[src/rmcpe_pkg.sv]
// Shared constants, types and helpers of the RMC position extractor.
`default_nettype none
package rmcpe_pkg;

  // Header bytes of the position sentence
  localparam logic [7:0] CH_DOLLAR = "$";
  localparam logic [7:0] CH_G      = "G";
  localparam logic [7:0] CH_P      = "P";
  localparam logic [7:0] CH_R      = "R";
  localparam logic [7:0] CH_M      = "M";
  localparam logic [7:0] CH_C      = "C";
  localparam logic [7:0] CH_COMMA  = ",";
  localparam logic [7:0] CH_ZERO   = "0";
  localparam logic [7:0] CH_NINE   = "9";

  // header_index value once the whole header has matched
  localparam logic [2:0] HDR_BODY = 3'd7;

  // Body offsets, counted from the byte after the header comma
  localparam logic [5:0] POS_SCALE  = 6'd38;
  localparam logic [5:0] POS_DIVIDE = 6'd39;
  localparam logic [5:0] POS_SUM    = 6'd40;
  localparam logic [5:0] POS_EMIT   = 6'd52;

  // Digit slot kinds
  localparam logic [2:0] SLOT_NONE    = 3'd0;
  localparam logic [2:0] SLOT_LAT_DEG = 3'd1;
  localparam logic [2:0] SLOT_LAT_MIN = 3'd2;
  localparam logic [2:0] SLOT_LON_DEG = 3'd3;
  localparam logic [2:0] SLOT_LON_MIN = 3'd4;

  localparam int LAT_DEG_W = 7;
  localparam int LON_DEG_W = 10;
  localparam int MIN_W     = 20;
  localparam int MIN50_W   = 26;
  localparam int FRAC_W    = 25;
  localparam int LAT_W     = 30;
  localparam int LON_W     = 34;

  localparam logic [23:0] DEG_SCALE = 24'd10000000;
  // floor(x / 3) == (x * RECIP_3) >> RECIP_SHIFT for every x below 2**27
  localparam logic [25:0] RECIP_3     = 26'd44739243;
  localparam int          RECIP_SHIFT = 27;

  typedef struct packed {
    logic scale_en;   // degree multiply and minute * 50
    logic divide_en;  // minute * 50 / 3
    logic sum_en;     // final add
  } rmcpe_ctl_t;

  function automatic logic [7:0] header_char(input logic [2:0] idx);
    logic [7:0] ch;
    case (idx)
      3'd0: ch = CH_DOLLAR;
      3'd1: ch = CH_G;
      3'd2: ch = CH_P;
      3'd3: ch = CH_R;
      3'd4: ch = CH_M;
      3'd5: ch = CH_C;
      3'd6: ch = CH_COMMA;
      default: ch = 8'h00;
    endcase
    return ch;
  endfunction

  function automatic logic [2:0] slot_kind(input logic [5:0] pos);
    logic [2:0] kind;
    case (pos)
      6'd16, 6'd17: kind = SLOT_LAT_DEG;
      6'd18, 6'd19, 6'd21, 6'd22, 6'd23, 6'd24: kind = SLOT_LAT_MIN;
      6'd28, 6'd29, 6'd30: kind = SLOT_LON_DEG;
      6'd31, 6'd32, 6'd34, 6'd35, 6'd36, 6'd37: kind = SLOT_LON_MIN;
      default: kind = SLOT_NONE;
    endcase
    return kind;
  endfunction

endpackage
`default_nettype wire

[src/rmcpe_field_parser.sv]
// Header hunt, body byte counter and decimal digit accumulators.
`default_nettype none
module rmcpe_field_parser (
  input  wire logic                          clk,
  input  wire logic                          rst,
  input  wire logic                          beat_en,
  input  wire logic [7:0]                    rx_byte,
  output logic                               at_emit,
  output rmcpe_pkg::rmcpe_ctl_t              ctl,
  output logic [rmcpe_pkg::LAT_DEG_W-1:0]    lat_degree_acc,
  output logic [rmcpe_pkg::MIN_W-1:0]        lat_minute_acc,
  output logic [rmcpe_pkg::LON_DEG_W-1:0]    lon_degree_acc,
  output logic [rmcpe_pkg::MIN_W-1:0]        lon_minute_acc,
  output logic                               bad_digit_seen
);
  import rmcpe_pkg::*;

  logic [2:0]           header_index, header_index_next;
  logic [5:0]           body_position, body_position_next;
  logic [LAT_DEG_W-1:0] lat_degree_acc_next;
  logic [MIN_W-1:0]     lat_minute_acc_next;
  logic [LON_DEG_W-1:0] lon_degree_acc_next;
  logic [MIN_W-1:0]     lon_minute_acc_next;
  logic                 bad_digit_seen_next;
  logic                 in_body;
  logic                 is_digit;
  logic [3:0]           digit;
  logic [2:0]           slot;

  assign in_body  = (header_index == HDR_BODY);
  assign at_emit  = in_body && (body_position >= POS_EMIT);
  assign is_digit = (rx_byte >= CH_ZERO) && (rx_byte <= CH_NINE);
  // ASCII digits carry their value in the low nibble
  assign digit    = is_digit ? rx_byte[3:0] : 4'd0;
  assign slot     = slot_kind(body_position);

  assign ctl.scale_en  = beat_en && in_body && (body_position == POS_SCALE);
  assign ctl.divide_en = beat_en && in_body && (body_position == POS_DIVIDE);
  assign ctl.sum_en    = beat_en && in_body && (body_position == POS_SUM);

  always_comb begin
    header_index_next   = header_index;
    body_position_next  = body_position;
    lat_degree_acc_next = lat_degree_acc;
    lat_minute_acc_next = lat_minute_acc;
    lon_degree_acc_next = lon_degree_acc;
    lon_minute_acc_next = lon_minute_acc;
    bad_digit_seen_next = bad_digit_seen;
    if (beat_en) begin
      if (!in_body) begin
        // a mismatching byte is dropped, not retried as a dollar
        if (rx_byte == header_char(header_index)) begin
          header_index_next = header_index + 3'd1;
        end else begin
          header_index_next = 3'd0;
        end
        body_position_next = 6'd0;
      end else if (at_emit) begin
        header_index_next   = 3'd0;
        body_position_next  = 6'd0;
        lat_degree_acc_next = '0;
        lat_minute_acc_next = '0;
        lon_degree_acc_next = '0;
        lon_minute_acc_next = '0;
        bad_digit_seen_next = 1'b0;
      end else begin
        if (slot != SLOT_NONE && !is_digit) begin
          bad_digit_seen_next = 1'b1;
        end
        case (slot)
          SLOT_LAT_DEG: lat_degree_acc_next = LAT_DEG_W'({lat_degree_acc, 3'b000}
              + {2'b00, lat_degree_acc, 1'b0} + 10'(digit));
          SLOT_LAT_MIN: lat_minute_acc_next = MIN_W'({lat_minute_acc, 3'b000}
              + {2'b00, lat_minute_acc, 1'b0} + 23'(digit));
          SLOT_LON_DEG: lon_degree_acc_next = LON_DEG_W'({lon_degree_acc, 3'b000}
              + {2'b00, lon_degree_acc, 1'b0} + 13'(digit));
          SLOT_LON_MIN: lon_minute_acc_next = MIN_W'({lon_minute_acc, 3'b000}
              + {2'b00, lon_minute_acc, 1'b0} + 23'(digit));
          default: ;
        endcase
        body_position_next = body_position + 6'd1;
      end
    end
  end

  always_ff @(posedge clk) begin
    if (rst) begin
      header_index   <= 3'd0;
      body_position  <= 6'd0;
      lat_degree_acc <= '0;
      lat_minute_acc <= '0;
      lon_degree_acc <= '0;
      lon_minute_acc <= '0;
      bad_digit_seen <= 1'b0;
    end else begin
      header_index   <= header_index_next;
      body_position  <= body_position_next;
      lat_degree_acc <= lat_degree_acc_next;
      lat_minute_acc <= lat_minute_acc_next;
      lon_degree_acc <= lon_degree_acc_next;
      lon_minute_acc <= lon_minute_acc_next;
      bad_digit_seen <= bad_digit_seen_next;
    end
  end

`ifndef NO_ASSERTIONS
  a_emit_clears: assert property (@(posedge clk) disable iff (rst)
    (beat_en && at_emit) |=> (header_index == 3'd0 && body_position == 6'd0
                              && !bad_digit_seen))
    else $error("state not cleared after emit beat");

  a_pos_bound: assert property (@(posedge clk) disable iff (rst)
    body_position <= POS_EMIT)
    else $error("body position ran past emit offset");

  a_hunt_pos_zero: assert property (@(posedge clk) disable iff (rst)
    (header_index != HDR_BODY) |-> (body_position == 6'd0))
    else $error("body position nonzero while hunting header");
`endif

endmodule
`default_nettype wire

[config.mk]
export PLATFORM = sky130hd
export DESIGN_NAME = rmcpe_field_parser
export DESIGN_NICKNAME = d
export VERILOG_FILES = /design/src/rmcpe_pkg.sv /design/src/rmcpe_field_parser.sv
export SDC_FILE = /design/constraint.sdc
export NUM_CORES = 1
export LEC_CHECK = 0
export BUFFER_PORTS_ARGS = -buffer_cell sky130_fd_sc_hd__buf_2
export CORE_ASPECT_RATIO = 0.7
export CORE_MARGIN = 10
export CORE_UTILIZATION = 50
export DETAILED_ROUTE_END_ITERATION = 6
export PLACE_DENSITY_LB_ADDON = 0.2
export SYNTH_ARGS = -nofsm -noshare
export SYNTH_HDL_FRONTEND = slang
export SYNTH_SLANG_ARGS = --single-unit
[constraint.sdc]
create_clock -name clk -period 4.2 [get_ports clk]
set_input_delay 0.21 -clock clk [delete_from_list [all_inputs] [get_ports clk]]
set_output_delay 0.21 -clock clk [all_outputs]
set_load 0.05 [all_outputs]
# ---- Word-level counts from Yosys, hierarchy flattened
# Memory sizes are Yosys's and may differ from the RTL's. A register that Yosys moved wholly into a read port is not among the register bits.
# Index checks and enable logic that the tools add are counted.
dict set report op_classes {
  n_mux 21
  magnitude_cmp 3
  addsub 10
  reduce_logical 21
  eq_ne 16
}
# cell count
set op_table {}
lappend op_table {{$mux W20} 4}
lappend op_table {{$pmux W7 S7} 1}
lappend op_table {{$add A20 B20 Y20} 2}
lappend op_table {{$add A20 B4 Y20} 2}
lappend op_table {{$mux W6} 4}
lappend op_table {{$mux W10} 2}
lappend op_table {{$eq A6 B6 Y1 const B} 3}
lappend op_table {{$mux W8} 2}
lappend op_table {{$eq A3 B3 Y1 const B} 5}
lappend op_table {{$reduce_and A3 Y1} 5}
lappend op_table {{$mux W7} 2}
lappend op_table {{$eq A3 B2 Y1 const B} 4}
lappend op_table {{$add A10 B10 Y10} 1}
lappend op_table {{$add A10 B4 Y10} 1}
lappend op_table {{$reduce_bool A2 Y1} 5}
lappend op_table {{$mux W3} 3}
lappend op_table {{$eq A8 B8 Y1} 1}
lappend op_table {{$ge A8 B6 Y1 const B} 1}
lappend op_table {{$le A8 B6 Y1 const B} 1}
lappend op_table {{$add A7 B4 Y7} 1}
lappend op_table {{$add A7 B7 Y7} 1}
lappend op_table {{$logic_and A1 B1 Y1} 7}
lappend op_table {{$add A6 B1 Y6 const B} 1}
lappend op_table {{$eq A3 B1 Y1 const B} 2}
lappend op_table {{9 further kinds} 10}
dict set report word_totals {
  elab_cells 79
  ff_bits 67
  memories 1
  inputBits 11
  output_inout_bits 62
  mem_bits_ro 192
}
# memory depth width rd rd_ports_with_merged_regs write_ports line
set mem_list {}
lappend mem_list {{(no name shown)} 64 3 1 1 0 rmcpe_pkg.sv:68} ;# case (pos)

# ---- Longest topological paths before layout
# Gate-level depths: netlist of the first run.
dict set report depth {
  ltp_word 7
  ltp_mapped 14
  mapped_depth_nobuf 14
}

# ---- Worst setup path before layout of the first run
# Ideal clock, no wire load.
dict set report synth_timing {
  path_kind {input port to flip-flop}
  start {input rx_byte[1]}
  end {register lon_minute_acc[19] (netlist name)}
  arrival_ps 3176
  path_buffers 0
  setup_ps 117
  cell_stages 13
  path_slack_ps 906
  required_ps 4083
  path_cell_list {o21ai_0 -> nor4b_1 -> nand2_1 -> fa_1 -> inv_1 -> ha_1 -> a211o_1 -> o211ai_2 -> a21oi_1 -> o21ai_2 -> a21oi_1 -> or3_1 -> a32o_1}
}
dict set report synth_via {
  elab_chain_len 6
  elab_cells_between_ends 7
  cone_classes {1 x add/sub; 2 x order compare; 3 x mux; 1 x reduce/logical}
}
# element line
set synth_lines {}
lappend synth_lines {{from (decl)} rmcpe_field_parser.sv:7} ;# input wire logic [7:0] rx_byte,
lappend synth_lines {{$ge A8 B6 Y1 / $le A8 B6 Y1 (equally long branches)} rmcpe_field_parser.sv:32} ;# assign is_digit = (rx_byte >= CH_ZERO) && (rx_byte <= CH_NINE);
lappend synth_lines {{$logic_and A1 B1 Y1} rmcpe_field_parser.sv:32}
lappend synth_lines {{$mux W4 *} rmcpe_field_parser.sv:34} ;# assign digit = is_digit ? rx_byte[3:0] : 4'd0;
lappend synth_lines {{$add A20 B4 Y20 *} rmcpe_field_parser.sv:78} ;# + {2'b00, lon_minute_acc, 1'b0} + 23'(digit));
lappend synth_lines {{$mux W20 *} rmcpe_field_parser.sv:70} ;# case (slot)
lappend synth_lines {{$mux W20 *} rmcpe_field_parser.sv:58} ;# end else if (at_emit) begin
lappend synth_lines {{to (signal assigned)} rmcpe_field_parser.sv:101} ;# lon_minute_acc <= lon_minute_acc_next;
lappend synth_lines {{to (decl)} rmcpe_field_parser.sv:13} ;# output logic [rmcpe_pkg::MIN_W-1:0] lon_minute_acc,
# Mark *: on every way between the ends. The rest lies on a longest branch, timed or not. The select of a mux whose other input is x is not followed.
# A chain may end at the register's enable or synchronous reset.

# ---- Worst setup path in the final report of the first run
dict set report layout_timing {
  start {input rx_byte[1]}
  end {register lat_minute_acc[16] (netlist name)}
}
dict set report layout_via {
  elab_chain_len 6
  elab_cells_between_ends 7
  cone_classes {1 x add/sub; 2 x order compare; 3 x mux; 1 x reduce/logical}
}
# element line
set layout_lines {}
lappend layout_lines {{$ge A8 B6 Y1 / $le A8 B6 Y1 (equally long branches)} rmcpe_field_parser.sv:32}
lappend layout_lines {{$logic_and A1 B1 Y1} rmcpe_field_parser.sv:32}
lappend layout_lines {{$mux W4 *} rmcpe_field_parser.sv:34}
lappend layout_lines {{$add A20 B4 Y20 *} rmcpe_field_parser.sv:74} ;# + {2'b00, lat_minute_acc, 1'b0} + 23'(digit));
lappend layout_lines {{$mux W20 *} rmcpe_field_parser.sv:70}
lappend layout_lines {{$mux W20 *} rmcpe_field_parser.sv:58}
lappend layout_lines {{to (signal assigned)} rmcpe_field_parser.sv:99} ;# lat_minute_acc <= lat_minute_acc_next;
lappend layout_lines {{to (decl)} rmcpe_field_parser.sv:11} ;# output logic [rmcpe_pkg::MIN_W-1:0] lat_minute_acc,
# Marks and branches as above.

==> results.toml, run 1 <==
[run_status]
outcome = "completed"

[final_layout]
fill_cells = 983
layout-drive-gt1-share_pct = 13.9
register_area_mm2 = 0.00140
layout_common_cells = "99 x ha_1, 72 x buf_2, 70 x dfxtp_1"
final_nets = 852
fin_area_mm2 = 0.00655
layout_commonest_cell = "ha_1"
area_delta_synth_final_pct = 15.1
diodes = 0
multiInputGateArea_mm2 = 0.00407

[clock_network]
root_buffer = "clkbuf_16"
cts_htree_levels = 3
worstSkewPairLatency_ns = 0.34
cts_resized = 0
cts_max_path_buffers = 2
cts.sink_count = 70
cts.reportedPaths.clkPinSlew_ns = 0.06
cts_inserted_buffers = 9
cts_tree = "built"
hold_buffers = 0
post_cts_buffers = 0

[timing]
clock-skew-final_ns = 0.00541
fmax_ghz = 0.276
setup_viol = 0
finalSetupTns_ns = 0
period_share_pct = 86.2
relSlewSlack_pct = 44.2
rsz0062_at_grt = "false"
worst_slack_ns = 0.578
tightestPinTransition_ns = 0.835
post-route-min-period_ns = 3.62
hold_viol = 0
drv_slew = 0

[route]
ant_nets = 0
drt_iter0_drc = 453
top_layer = "met4"
met3_length_um = 799
wl_per_cell_um = 16.5
finalWirelength_mm = 14.7
wl_met1_mm = 7.56
dr.pass1.iters = 5
route.met2.wl_mm = 6.20
num_vias = 5118
drcViolationCount = 0
via_per_inst = 5.74

[place]
io_buffers = 72
place_area_mm2 = 0.00619
dpl.hpwl_mm = 11.5
post-place-ws_ns = 0.249
routabilityCongestion = 0.900

[power]
ir_drop_mv = 0.229
p_int_mw = 1.31
switching_share_pct = 19.5
pwr-share-comb_pct = 2.1
power.leakage_nw = 3.34
power_frac_clock_pct = 57.3
seq_power_share_pct = 40.7
power_density_mw_per_mm2 = 249
p_switching_mw = 0.319
finalPower_mw = 1.63

[global_routing]
grt.total_usage_pct = 18.5
overflow = 0
grt_max_degree = 28
grt_pass1_vias = 4877
grt_first_pass_wirelength_mm = 24.9
antenna_found_initial = 0

[worst_setup_path]
crit_slowest_cell = "nor4b_1"
critical_path.max_fanout = 5
slowest_delay_ns = 0.59
startpoint = "rx_byte[1]"
start_kind = "primary input"
worst_ep_arrival_time_ns = 3.84
end_kind = "flip-flop"
r2r_start = "lon_minute_acc[2]$_SDFFE_PP0P_"
crit_chain = "buf_2 -> o21ai_0 -> nor4b_1 -> and2_1 -> ha_1 -> ha_1 -> inv_1 -> fa_1 -> nor2b_4 -> o31ai_2 -> a31oi_1 -> o41a_1 -> a31oi_1 -> xor2_1 -> o21ai_1"
crit_required_ns = 4.42
path_class = "in -> reg"

[hold_path]
min_path_type = "in -> reg"
hp-start = "rst"

[logic_synthesis]
synth_seq_area_share_pct = 24.6
async_flop_share_pct = 0
synth.avg_cell_area_um2 = 8.57
ys_ff_latch = 70
synthesis.nets = 782
synth_edf_count = 0
syn_inst = 664
synth-warning-count = 0
synth_area_mm2 = 0.00569
synth_cell_type_count = 66
ys.flop_type = "dfxtp_1"

[die]
dieArea_mm2 = 0.0161
coreArea_mm2 = 0.0111
fp-row-count = 32
initial_core_util_pct = 51.5
ios = 73
die_w_um = 148
die_h_um = 109

[flow_run]
maxCapViolations = 0
==> kinds of logic after synthesis <==
kind of cell / synth area share [%]
xor+xnor: 6.16
flops: 24.6
fa+ha+maj: 24.6
buf+inv: 3.89
compound gates: 23.5
simple gates: 16.2
mux: 1.08
==> cells in the mapped netlist, drive strengths merged, types with 5 or more instances <==
master | instances | area (um2)
a22oi | 22 | 165
nand2 | 55 | 206
ha | 99 | 1240
mux2i | 5 | 50.1
a211oi | 5 | 37.5
a31oi | 9 | 56.3
nand2b | 6 | 37.5
xnor2 | 28 | 245
fa | 8 | 160
a21o | 16 | 120
dfxtp | 70 | 1400
inv | 43 | 161
buf | 8 | 37.5
and2 | 7 | 43.8
nor3 | 14 | 70.1
and3 | 5 | 31.3
o21ai | 37 | 200
nor2b | 8 | 57.6
a21oi | 39 | 195
xor2 | 12 | 105
o31ai | 8 | 70.1
o21a | 8 | 60.1
a211o | 5 | 43.8
nor2 | 66 | 250
clkbuf | 6 | 22.5
nand3 | 9 | 45.0
==> per-layer routing <==
layer / track usage [%] / vias to the layer above
met2: 27.2 / 145
met5: 0 / -
li1: - / 2570
met3: 4.55 / 23
met4: 4.58 / 0
met1: 26.5 / 2380
==> worst max-delay path, delay by kind of cell <==
kind	cells	cell delay (ns)
compound gates	6	1.44
simple gates	3	1.04
fa+ha+maj	3	0.78
buf+inv	2	0.20
xor+xnor	1	0.17
==> layout make-up <==
class	count	area share, %
Clock buffer	10	3.49
Clock inverter	6	2.04
Inverter	43	2.46
Multi-Input combinational cell	537	62.1
Sequential cell	70	21.4
Tap cell	153	2.92
Timing Repair Buffer	73	5.61
==> sequential cells by signal, indices dropped and copies added (netlist names) <==
name            flops
lat_minute_acc     20
lon_minute_acc     20
lon_degree_acc     10
lat_degree_acc      7
body_position       6
header_index        3
slot                3
bad_digit_seen      1
==> power groups by stage <==
stage          Combinational, mW  Sequential (mW)  Clock, mW
6_report                  0.0337            0.664      0.936
5_1_grt                   0.0377            0.664      0.981
4_1_cts                   0.0337            0.664      0.951
3_5_place_dp              0.0335            0.679          0
3_3_place_gp              0.0319            0.679          0
2_1_floorplan             0.0200            0.679          0
==> stage by stage <==
step                std cells  util (%)  hold WS [ns]
global route              892      59.3         0.332
floorplan                 664         -         0.295
finish                    892      59.3         0.316
CTS                       892      59.3         0.308
global placement          876      56.0         0.432
detailed placement        876      56.0         0.445
==> worst paths after layout <==
path,endpoint,slack (ns),depth (start not counted)
worst min register to register,lat_minute_acc[19]$_SDFFE_PP0P_,0.45,2
worst max register to register,lon_minute_acc[19]$_SDFFE_PP0P_,1.14,11
worst min-delay path,lat_degree_acc[6]$_SDFFE_PP0P_,0.32,2
worst max-delay path,lat_minute_acc[16]$_SDFFE_PP0P_,0.58,15
(Power assumes the default switching activity.)
==> run 2, diff against run 1 <==
--- a/config.mk
+++ b/config.mk
@@ -8,7 +8,8 @@
 export BUFFER_PORTS_ARGS = -buffer_cell sky130_fd_sc_hd__buf_2
 export CORE_ASPECT_RATIO = 0.7
 export CORE_MARGIN = 10
-export CORE_UTILIZATION = 50
+export CORE_UTILIZATION = 26
+export CTS_BUF_LIST = sky130_fd_sc_hd__clkbuf_8
 export DETAILED_ROUTE_END_ITERATION = 6
 export PLACE_DENSITY_LB_ADDON = 0.2
 export SYNTH_ARGS = -nofsm -noshare
==> run 2 against run 1 <==
Net effect: combinational power rose by 5.9%; sequential share of layout area increased by 0.086 points; sequential cell count did not move; cell count grew 14%; register-to-register slack about the same; maximum frequency rose by 11%; sequential power hardly changed; first-iteration DRC count is 41% lower; critical path depth is 1 higher; critical endpoint unchanged; largest cell class unchanged; largest power group is now registers; highest routed layer unchanged.
==> results.toml, run 2 (synthesized netlist as in run 1, its figures left out) <==
[route]
via_per_inst = 4.92
wl_met1_mm = 9.35
num_vias = 5021
route.met2.wl_mm = 6.43
drt_iter0_drc = 266
top_layer = "met4"
ant_nets = 0
dr.pass1.iters = 5
met3_length_um = 623
finalWirelength_mm = 16.5
drcViolationCount = 0
wl_per_cell_um = 16.2

[place]
io_buffers = 72
dpl.cell_count = 1006
post-place-ws_ns = 0.551
routabilityCongestion = 0.824
dpl.hpwl_mm = 12.9

[final_layout]
layout_common_cells = "99 x ha_1, 72 x buf_2, 70 x dfxtp_1"
register_area_mm2 = 0.00140
final_nets = 853
area_delta_synth_final_pct = 14.7
reg_top3 = "lat_minute_acc (20), lon_minute_acc (20), lon_degree_acc (10)"
diodes = 0
layout_commonest_cell = "ha_1"
layout-drive-gt1-share_pct = 13.7
fill_cells = 2349
postLayoutCoreUtil_pct = 30.2
multiInputGateArea_mm2 = 0.00407
final_cell_count_no_fill = 1021

[worst_setup_path]
path_class = "in -> reg"
critical_path.max_fanout = 5
crit_required_ns = 4.44
start_kind = "primary input"
worst_ep_arrival_time_ns = 3.52
end_kind = "flip-flop"

[timing]
setup_viol = 0
fmax_ghz = 0.305
finalSetupTns_ns = 0
rsz0062_at_grt = "false"
relSlewSlack_pct = 39.0
clock-skew-final_ns = 0.00995
worst_slack_ns = 0.926
post-route-min-period_ns = 3.27
drv_slew = 0
tightestPinTransition_ns = 0.914
hold_viol = 0
period_share_pct = 77.9

[die]
die_h_um = 144
die_w_um = 197
dieArea_mm2 = 0.0283
ios = 73
coreArea_mm2 = 0.0216
initial_core_util_pct = 26.3
fp-row-count = 45

[clock_network]
cts.sink_count = 70
cts_tree = "built"
cts_max_path_buffers = 2
root_buffer = "clkbuf_8"
cts.reportedPaths.clkPinSlew_ns = 0.08
post_cts_buffers = 0
worstSkewPairLatency_ns = 0.36
cts_resized = 0
cts_inserted_buffers = 9
cts_htree_levels = 3
hold_buffers = 0

[power]
ir_drop_mv = 0.121
power.leakage_nw = 3.27
power_density_mw_per_mm2 = 184
finalPower_mw = 1.20

[global_routing]
overflow = 0
grt_pass1_vias = 4775
grt_max_degree = 28
antenna_found_initial = 0
grt_first_pass_wirelength_mm = 26.9
grt.total_usage_pct = 11.8

[hold_path]
min_path_type = "in -> reg"

[run_status]
outcome = "completed"

[flow_run]
maxCapViolations = 0
## run 2: layout make-up
class	instances	share of cell area, %
clock buffers	11	2.32
repair buffers	74	5.75
inverters	43	2.47
well taps	282	5.41
flip-flops and latches	70	21.5
multi-input cells	537	62.3
clock inverters	4	0.249
## run 2: stage by stage
stage / hold WS [ns] / instance area, um2
5_1_grt: 0.328 / 6530
2_1_floorplan: 0.295 / 5690
4_1_cts: 0.290 / 6530
6_report: 0.318 / 6530
3_5_place_dp: 0.444 / 6360
3_3_place_gp: 0.434 / 6360
## run 2: layer usage
metal / GRT usage, % / vias to the layer above
li1: - / 2580
met1: 18.1 / 2335
met2: 16.2 / 96
met3: 2.22 / 10
met4: 2.54 / 0
met5: 0 / -
## run 2: power by group
part           switching (mW)  internal [mW]  total, mW
Clock                   0.267          0.237      0.504
Combinational          0.0254         0.0103     0.0357
Sequential          0.0000272          0.663      0.663
## run 2: critical path, stage by stage
cell and delay [ns]:
buf_2 0.14, o21ai_0 0.13, nor4b_1 0.25, buf_4 0.18, and2_1 0.27, ha_1 0.28
ha_1 0.23, inv_1 0.08, fa_1 0.25, nor2b_4 0.06, o31ai_2 0.33, a31oi_1 0.22
o41a_1 0.45, a31oi_1 0.21, xor2_1 0.16, o21ai_1 0.07
## run 2: worst paths after layout
path | start | slack, ns | cells after the start | end
worst max-delay path | rx_byte[2] | 0.93 | 16 | lat_minute_acc[16]$_SDFFE_PP0P_
worst min-delay path | rx_byte[4] | 0.32 | 4 | header_index[0]$_SDFFE_PP0P_
worst max register to register | lon_minute_acc[2]$_SDFFE_PP0P_ | 1.14 | 11 | lon_minute_acc[19]$_SDFFE_PP0P_
worst min register to register | lat_minute_acc[19]$_SDFFE_PP0P_ | 0.45 | 2 | lat_minute_acc[19]$_SDFFE_PP0P_
